$ cat src/rtl/core/xppi_pkg.sv
// Shared types and constants for the XOR parity packet inserter.
`timescale 1ns / 1ps

package xppi_pkg;

    // Byte position within a packet and finished packets within a group.
    localparam int POS_W       = 4;
    localparam int PIG_W       = 2;
    localparam int STORE_DEPTH = 16;

    // Packet count at which a group of three data packets is complete.
    localparam logic [PIG_W-1:0] GROUP_FULL = 2'd3;

    // Kind of byte sent into the coded stream.
    typedef enum logic [1:0] {
        KIND_DATA   = 2'd0,
        KIND_PAD    = 2'd1,
        KIND_PARITY = 2'd2
    } kind_t;

    // Controller states.
    typedef enum logic [1:0] {
        ST_IDLE,
        ST_DATA,
        ST_PAD,
        ST_PARITY
    } state_t;

    // Input word.
    typedef struct packed {
        logic [7:0] data_byte;
        logic       is_final;
    } in_word_t;

    // Output word.
    typedef struct packed {
        logic [7:0] out_byte;
        kind_t      kind;
        logic       run_last;
    } out_word_t;

    // Commands from the controller to the datapath.
    typedef struct packed {
        logic  load;
        logic  emit;
        kind_t kind;
    } dp_cmd_t;

    // Status from the datapath to the controller, valid for the byte on show.
    typedef struct packed {
        logic group_full;
        logic more_pad;
    } dp_status_t;

endpackage

$ cat src/rtl/core/xppi_ctrl.sv
// Controller state machine for the XOR parity packet inserter.
`timescale 1ns / 1ps

module xppi_ctrl (
    input  logic                 clk,
    input  logic                 rst_n,
    input  logic                 in_valid,
    output logic                 in_stall,
    output logic                 out_valid,
    input  logic                 out_stall,
    input  xppi_pkg::dp_status_t status,
    output xppi_pkg::dp_cmd_t    cmd
);
    import xppi_pkg::*;

    state_t state_reg;
    state_t state_next;

    // State register.
    always_ff @(posedge clk or negedge rst_n)
    begin
        if (!rst_n)
        begin
            state_reg <= ST_IDLE;
        end
        else
        begin
            state_reg <= state_next;
        end
    end

    // Next state: after each byte leaves, parity takes precedence over padding.
    always_comb
    begin
        state_next = state_reg;
        case (state_reg)
            ST_IDLE:
            begin
                if (in_valid)
                begin
                    state_next = ST_DATA;
                end
            end
            ST_DATA, ST_PAD, ST_PARITY:
            begin
                if (!out_stall)
                begin
                    if (status.group_full)
                    begin
                        state_next = ST_PARITY;
                    end
                    else if (status.more_pad)
                    begin
                        state_next = ST_PAD;
                    end
                    else
                    begin
                        state_next = ST_IDLE;
                    end
                end
            end
            default:
            begin
                state_next = ST_IDLE;
            end
        endcase
    end

    // Outputs: handshakes and the datapath command.
    always_comb
    begin
        in_stall  = 1'b1;
        out_valid = 1'b0;
        cmd.load  = 1'b0;
        cmd.emit  = 1'b0;
        cmd.kind  = KIND_DATA;
        case (state_reg)
            ST_IDLE:
            begin
                in_stall = 1'b0;
                cmd.load = in_valid;
            end
            ST_DATA:
            begin
                out_valid = 1'b1;
                cmd.emit  = !out_stall;
                cmd.kind  = KIND_DATA;
            end
            ST_PAD:
            begin
                out_valid = 1'b1;
                cmd.emit  = !out_stall;
                cmd.kind  = KIND_PAD;
            end
            ST_PARITY:
            begin
                out_valid = 1'b1;
                cmd.emit  = !out_stall;
                cmd.kind  = KIND_PARITY;
            end
            default:
            begin
                in_stall = 1'b1;
            end
        endcase
    end

`ifndef ASSERT_OFF
    // The last byte of a run returns the controller to idle.
    assert property (@(posedge clk) disable iff (!rst_n)
        (out_valid && !out_stall && !status.group_full && !status.more_pad)
        |=> (state_reg == ST_IDLE))
        else $error("run did not end after its last byte");

    // An accepted word is always sent on next.
    assert property (@(posedge clk) disable iff (!rst_n)
        cmd.load |=> (state_reg == ST_DATA))
        else $error("accepted word not presented");

    // A stalled byte keeps the controller where it is.
    assert property (@(posedge clk) disable iff (!rst_n)
        (out_valid && out_stall) |=> $stable(state_reg))
        else $error("state moved while output stalled");
`endif

endmodule

$ cat src/rtl/core/xppi_dpath.sv
// Datapath for the XOR parity packet inserter: counters, parity store, output word.
`timescale 1ns / 1ps

module xppi_dpath #(
    parameter int PACKET_BYTES = 16
) (
    input  logic                 clk,
    input  logic                 rst_n,
    input  xppi_pkg::in_word_t   in_data,
    input  xppi_pkg::dp_cmd_t    cmd,
    output xppi_pkg::dp_status_t status,
    output xppi_pkg::out_word_t  out_data
);
    import xppi_pkg::*;

    localparam logic [POS_W-1:0] LAST_POS = POS_W'(PACKET_BYTES - 1);

    logic [POS_W-1:0] pos_reg;
    logic [POS_W-1:0] pos_next;
    logic [PIG_W-1:0] pig_reg;
    logic [PIG_W-1:0] pig_next;
    logic [7:0]       data_reg;
    logic [7:0]       data_next;
    logic             final_reg;
    logic             final_next;
    logic [7:0]       parity_reg [STORE_DEPTH];
    logic [7:0]       parity_next [STORE_DEPTH];

    logic             wrap;
    logic [POS_W-1:0] pos_adv;
    logic [PIG_W-1:0] pig_adv;
    logic [7:0]       byte_sel;

    // Counter values after the byte on show has left.
    always_comb
    begin
        wrap    = (pos_reg == LAST_POS);
        pos_adv = wrap ? '0 : pos_reg + POS_W'(1);
        case (cmd.kind)
            KIND_PARITY:
            begin
                pig_adv = wrap ? '0 : pig_reg;
            end
            default:
            begin
                pig_adv = wrap ? pig_reg + PIG_W'(1) : pig_reg;
            end
        endcase
    end

    // Status: a full group calls for parity, an open message end for padding.
    always_comb
    begin
        status.group_full = (pig_adv == GROUP_FULL);
        status.more_pad   = final_reg && ((pos_adv != '0) || (pig_adv != '0));
    end

    // Byte on show.
    always_comb
    begin
        case (cmd.kind)
            KIND_DATA:   byte_sel = data_reg;
            KIND_PAD:    byte_sel = 8'h00;
            KIND_PARITY: byte_sel = parity_reg[pos_reg];
            default:     byte_sel = 8'h00;
        endcase
        out_data.out_byte = byte_sel;
        out_data.kind     = cmd.kind;
        out_data.run_last = !status.group_full && !status.more_pad;
    end

    // Next values: data and padding fold into the parity, parity readout clears it.
    always_comb
    begin
        pos_next    = pos_reg;
        pig_next    = pig_reg;
        data_next   = data_reg;
        final_next  = final_reg;
        parity_next = parity_reg;
        if (cmd.load)
        begin
            data_next  = in_data.data_byte;
            final_next = in_data.is_final;
        end
        if (cmd.emit)
        begin
            pos_next = pos_adv;
            pig_next = pig_adv;
            if (cmd.kind == KIND_PARITY)
            begin
                parity_next[pos_reg] = 8'h00;
            end
            else
            begin
                parity_next[pos_reg] = parity_reg[pos_reg] ^ byte_sel;
            end
        end
    end

    // Control registers and parity store.
    always_ff @(posedge clk or negedge rst_n)
    begin
        if (!rst_n)
        begin
            pos_reg <= '0;
            pig_reg <= '0;
            for (int i = 0; i < STORE_DEPTH; i++)
            begin
                parity_reg[i] <= 8'h00;
            end
        end
        else
        begin
            pos_reg    <= pos_next;
            pig_reg    <= pig_next;
            parity_reg <= parity_next;
        end
    end

    // Payload registers.
    always_ff @(posedge clk)
    begin
        data_reg  <= data_next;
        final_reg <= final_next;
    end

`ifndef ASSERT_OFF
    // A new word never arrives while a parity packet is still owed.
    assert property (@(posedge clk) disable iff (!rst_n)
        cmd.load |-> (pig_reg != GROUP_FULL))
        else $error("word accepted with parity pending");

    // Parity bytes go out only for a full group.
    assert property (@(posedge clk) disable iff (!rst_n)
        (cmd.emit && (cmd.kind == KIND_PARITY)) |-> (pig_reg == GROUP_FULL))
        else $error("parity sent for an incomplete group");

    // Padding is sent only at the end of a message.
    assert property (@(posedge clk) disable iff (!rst_n)
        (cmd.emit && (cmd.kind == KIND_PAD)) |-> final_reg)
        else $error("padding outside message end");
`endif

endmodule

$ cat src/rtl/core/xor_parity_packet_inserter_unit.sv
// Top level of the XOR parity packet inserter.
`timescale 1ns / 1ps

// Passes message bytes through and adds one XOR parity packet after every three
// data packets of PACKET_BYTES bytes. On the word marked final, a partial packet
// is padded with zeros, the group is filled with zero packets and the parity
// follows; the block then starts clean for the next message. Each input word
// is first accepted and then presented as its own byte. Every padding or parity
// byte it causes follows on the single output port, which sends one byte per
// cycle while out_stall is low; a word causes from 1 to 64 result bytes in all.
// The parity store sits in flip-flops that reset clears at once; there is no
// clearing pass.
module xor_parity_packet_inserter_unit #(
    parameter int PACKET_BYTES = 16
) (
    input  logic                clk,
    input  logic                rst_n,
    input  logic                in_valid,
    output logic                in_stall,
    input  xppi_pkg::in_word_t  in_data,
    output logic                out_valid,
    input  logic                out_stall,
    output xppi_pkg::out_word_t out_data
);
    import xppi_pkg::*;

    dp_cmd_t    cmd;
    dp_status_t status;

    // Controller.
    xppi_ctrl u_ctrl (
        .clk       (clk),
        .rst_n     (rst_n),
        .in_valid  (in_valid),
        .in_stall  (in_stall),
        .out_valid (out_valid),
        .out_stall (out_stall),
        .status    (status),
        .cmd       (cmd)
    );

    // Datapath.
    xppi_dpath #(
        .PACKET_BYTES (PACKET_BYTES)
    ) u_dpath (
        .clk      (clk),
        .rst_n    (rst_n),
        .in_data  (in_data),
        .cmd      (cmd),
        .status   (status),
        .out_data (out_data)
    );

endmodule
$ cat config.mk
export PLATFORM = sky130hd
export DESIGN_NAME = xor_parity_packet_inserter_unit
export DESIGN_NICKNAME = d
export VERILOG_FILES = /design/src/rtl/core/xppi_pkg.sv /design/src/rtl/core/xppi_ctrl.sv /design/src/rtl/core/xppi_dpath.sv /design/src/rtl/core/xor_parity_packet_inserter_unit.sv
export SDC_FILE = /design/constraint.sdc
export NUM_CORES = 1
export LEC_CHECK = 0
export ABC_AREA = 1
export BUFFER_PORTS_ARGS = -buffer_cell sky130_fd_sc_hd__buf_4
export CORE_UTILIZATION = 30
export DETAILED_ROUTE_END_ITERATION = 12
export PLACE_DENSITY_LB_ADDON = 0.08
export SYNTH_ARGS = -nofsm -noshare
export SYNTH_HDL_FRONTEND = slang
export SYNTH_HIERARCHICAL = 1
export SYNTH_SLANG_ARGS = --single-unit
$ cat constraint.sdc
create_clock -name clk -period 2 [get_ports clk]
set_clock_uncertainty 0.05 [all_clocks]
set_input_delay 0.3 -clock clk [delete_from_list [all_inputs] [get_ports clk]]
set_output_delay 0.3 -clock clk [all_outputs]
set_load 0.01 [all_outputs]
**Yosys cells after proc, flatten, opt, wreduce, memory -nomap -nowiden**

Cells that the tools add are included.

- Register bits after elaboration: 145
- Latch bits: 0
- RAM bits: 0
- Memory bits (read-only): 0
- Input port bits: 13
- Logic and storage cells: 71
- Memories kept: 0

- $add $sub $neg: 2
- $mul: 0
- Div/mod/pow operators: 0
- Order comparisons: 2
- Equality and inequality tests: 8
- Shift operators: 0
- Multiplexer cells: 21
- Bitwise gates (word level): 4
- Reduce and logical (&&, ||, !) cells: 13

Operator list:

| operator | count |
|---|---|
| $and A128 B128 Y128 | 1 |
| $bwmux W128 | 1 |
| $mux W128 | 1 |
| $not A128 Y128 | 1 |
| $bmux W8 S4 | 1 |
| $demux W8 S4 | 1 |
| $mux W8 | 3 |
| $pmux W8 S2 | 1 |
| $mux W2 | 7 |
| $pmux W3 S3 | 1 |
| $eq A2 B2 Y1 const B | 4 |
| $xor A8 B8 Y8 | 1 |
| $ge A5 B5 Y1 const B | 1 |
| $lt A5 B1 Y1 const B | 1 |
| $not A4 Y5 | 1 |
| $add A4 B1 Y4 const B | 1 |
| $eq A4 B4 Y1 const B | 1 |
| $logic_not A2 Y1 | 2 |
| $mux W4 | 1 |
| $ne A2 B2 Y1 const B | 2 |
| $pmux W2 S2 | 1 |
| $reduce_bool A4 Y1 | 1 |
| $logic_and A1 B1 Y1 | 3 |
| $logic_not A1 Y1 | 3 |
| 7 further kinds | 9 |

**Logic depth before layout (Yosys ltp)**

- Depth in word-level cells: 11
- Mapped depth: 14
- Mapped depth without buffers: 12

**Cells and area by module**

Netlist, hierarchy kept.

Modules (own cells, without submodules):

| module | instances | cells each | area an instance (µm²) | seq. area each (µm²) |
|---|---|---|---|---|
| xppi_dpath | 1 | 1,164 | 8,154.1 | 3,623.5 |
| xppi_ctrl | 1 | 21 | 140.1 | 50.0 |

**Worst setup path before layout**

No wires, ideal clock.

- Path type: reg2out
- Start point: reg u_dpath.pos_reg[0]
- End point: out out_data[0] (netlist name)
- Arrival time: 1,881 ps
- Required time: 1,650 ps
- Slack: -231 ps
- Stages on the path, launching flop included: 11
- Path through: dfrtp_1 > ha_1 > inv_1 > nor2_1 > inv_1 > ha_1 > nand2_1 > o21a_1 > nor3b_1 > nand2_1 > a21oi_1

RTL lines:

| item | RTL line | RTL |
|---|---|---|
| start: declaration | xppi_dpath.sv:18 | `logic [POS_W-1:0] pos_reg;` |
| start signal: assignment | xppi_dpath.sv:114 | `pos_reg <= pos_next;` |
| end: declaration | xor_parity_packet_inserter_unit.sv:23 | `output xppi_pkg::out_word_t out_data` |

==> impl_metrics.py <==
metrics = {
    "outcome": {
        "status": "finished, violations left",
        "violations": "setup timing",
    },
    "floorplan": {
        "die_h_um": 168,
        "ioPinCount": 26,
        "fp.coreArea_sq_um": 27000,
        "die_w_um": 168,
        "rows": 60,
        "initial_core_util_pct": 30.7,
        "die-area_sq_um": 28300,
    },
    "place": {
        "gp_congestion": 0.810,
        "dp_hpwl_um": 19700,
        "placedCellCount": 1592,
        "pre_cts_slack_ns": -0.122,
        "io_buffers": 25,
        "dpl_cell_area_sq_um": 9530,
    },
    "cells_and_area": {
        "largest_reg_flops": 128,
        "n_antenna_cell": 0,
        "fin_area_sq_um": 11000,
        "regArea_sq_um": 3670,
        "multi_input_area_sq_um": 3910,
        "nets": 1321,
        "fillers": 2851,
        "final_layout_size_suffix_gt1_share_pct": 22.8,
        "fin_cells": 1654,
        "area_delta_synth_final_pct": 33.1,
    },
    "hold_path": {
        "min_from": "in_valid",
        "hold_end": "u_ctrl/state_reg[0]$_DFFE_PN0P_",
        "hold_path.class": "in2reg",
        "hold-path-cell-count": 3,
    },
    "clocking": {
        "htree_levels": 4,
        "cts.clk_slew.worst_paths_ns": 0.06,
        "cts_root_buf": "clkbuf_16",
        "insertion_delay_ns": 0.43,
        "clock_path_buffers": 2,
        "numCtsBuffers": 17,
        "cts_tree": "yes",
        "clock_sink_count": 145,
    },
    "detailed_routing": {
        "drt-pass1-iter-count": 5,
        "via_per_inst": 4.71,
        "drc": 0,
        "drt-total-wl_um": 30500,
        "routedWlPerCell_um": 18.5,
        "ant_nets": 0,
        "drt_iter0_markers": 620,
        "via_count": 7798,
    },
    "global_routing": {
        "grt_pass1_wl_um": 45400,
        "grt_max_degree": 46,
        "track_usage_pct": 21.6,
        "antenna_found_initial": 0,
        "overflow": 0,
        "grt_pass1_vias": 7374,
    },
    "logic_synthesis": {
        "synth_flop_cell": "dfrtp_1",
        "syn-cell-area_sq_um": 8290,
        "synth_cells": 1185,
        "synth-edff-count": 9,
        "async_reset_ff_share_pct": 93.8,
        "syn_avg_cell_area_sq_um": 7.00,
        "ys_types": 26,
        "synth_commonest_cells": "508 x nand2_1, 195 x nand3_1, 169 x inv_1, 136 x dfrtp_1, 28 x nor2_1",
        "synth_top_area_share_pct": 41.0,
        "synth_warnings": 6,
        "yosys_register_bits": 145,
        "synth-seq-area-share_pct": 44.3,
        "synth_area_leaders": "dfrtp_1 41%, nand2_1 23%, nand3_1 12%",
        "synth_top_cell_by_area": "dfrtp_1",
        "yosysMostFrequentCell": "nand2_1",
        "synth_nets": 1203,
    },
    "setup_path": {
        "reg2regPathDepth": 15,
        "path_cells": "ha_4, inv_4, nor2_4, inv_2, ha_4, nand2_2, o21a_1, nor3b_2, nand2_1, a21oi_2, buf_4",
        "critPathBufInv": 3,
        "critPathMaxFanout": 5,
        "cp_common_cell": "ha_4",
        "r2r_slack_ns": -0.14,
        "cp.required_ns": 1.65,
        "path_class": "reg2out",
        "cp-end-kind": "primary output",
        "cp_top_family": "simple AND/OR/NAND/NOR gates",
        "crit_path_start_kind": "flop",
        "rr_endpoint": "u_dpath/parity_reg[89]$_DFFE_PN0P_",
        "cp.arrival_ns": 2.21,
        "r2r_start": "u_dpath/pos_reg[0]$_DFFE_PN0P_",
        "cp_slowest_cell": "dfrtp_2",
        "max_stage_delay_ns": 0.43,
    },
    "pwr": {
        "leakagePower_nw": 6.02,
        "ir_drop_mv": 0.952,
        "powerDensity_nw_per_um2": 2080,
    },
    "flow_run": {
        "maxCapViolCount": 0,
    },
    "timing": {
        "timing.final.max_slew_violations": 0,
        "rsz0062_at_grt": "true",
        "fin_tns_setup_ns": -9.91,
        "period_needed_ns": 2.56,
        "fmax_ghz": 0.391,
        "finalHoldViolCount": 0,
        "whs_ns": 0.0353,
        "finalSetupViolations": 110,
        "worst_slew_pin_slew_ns": 0.487,
        "relSlewSlack_pct": 67.5,
        "timing.final.crit_share_pct": 128,
        "finalWorstSetupSlack_ns": -0.557,
    },
}
tightest hold or removal path: stages:
cell,delay (ns)
buf_4,0.08
a21oi_1,0.05
nand2_1,0.04
through the flow:
| step | utilization [%] | power [mW] |
|---|---|---|
| detailed placement | 35.2 | 17.2 |
| global route | 40.9 | 24.4 |
| CTS | 38.5 | 21.4 |
| finish | 40.9 | 22.9 |
| global placement | 35.2 | 17.2 |
| floorplan | - | 11.9 |
layer usage:
| layer | up-vias | share of wire, % | track usage, % |
|---|---|---|---|
| li1 | 3858 | - | - |
| met1 | 3705 | 51 | 33.3 |
| met2 | 212 | 43 | 31.5 |
| met3 | 23 | 4.6 | 3.08 |
| met4 | 0 | 1.2 | 5.10 |
| met5 | - | 0 | 0 |
layout by cell type, fill, tap and decap left out, types with 3 or more instances in the layout:
cell,n
nor2_1,12
buf_4,95
inv_4,3
nand2_2,46
dfrtp_1,135
nand2_4,8
o21ai_0,6
clkbuf_16,25
edfxtp_1,9
dlygate4sd3_1,10
buf_12,22
nand3_1,182
buf_6,14
a21oi_1,4
buf_8,6
nand3_2,12
inv_2,7
bufinv_16,4
o21ai_1,3
nand2_1,469
inv_1,164
o21ai_2,13
clkinv_4,3
nor2_4,17
o21a_1,12
nor2_2,10
cell families (layout without fill, tap and decap cells):
group,after synthesis,count (layout),synth area share (%)
and+or+nand+nor,760,760,38.6
buffers and inverters,233,361,13.0
DFF,145,145,44.3
AOI/OAI and AO/OA,42,42,3.35
adders and majority gates,5,5,0.754
worst max-delay path by stage:
stage,start,end,slack (ns),cells after the start
final,u_dpath/pos_reg[0]$_DFFE_PN0P_,out_data[0],-0.56,11
after global routing,u_dpath/pos_reg[0]$_DFFE_PN0P_,out_data[0],-0.70,11
after global placement,u_dpath/pos_reg[0]$_DFFE_PN0P_,out_data[0],-0.13,11
after floorplan,u_dpath/pos_reg[0]$_DFFE_PN0P_,out_data[0],-0.05,10
after CTS,u_dpath/pos_reg[0]$_DFFE_PN0P_,out_data[0],-0.54,11
after detailed placement,u_dpath/pos_reg[0]$_DFFE_PN0P_,out_data[0],-0.12,11
report_power, final:
group / switching, mW / leakage, nW / total, mW / internal (mW)
Clock: 1.34 / 0.319 / 3.63 / 2.29
Sequential: 0.776 / 1.65 / 5.16 / 4.39
Combinational: 8.66 / 4.05 / 14.1 / 5.47
repair_timing:
item                       4_1_cts  5_1_grt
hold buffers                    10        0
resized for setup               41      101
setup buffers                    0       12
hold endpoints to repair        50        0
cloned                           1       10
setup endpoints to repair      110      138
pin swaps                        2       28
layout make-up:
type | count | area share (%)
clock buffers | 22 | 4.59
clock inverters | 7 | 1.33
repair buffers | 154 | 15.2
repair inverters | 1 | 0.102
inverters | 177 | 6.27
well taps | 341 | 3.86
flip-flops and latches | 145 | 33.3
multi-input cells | 807 | 35.4
(Power assumes the default switching activity.)
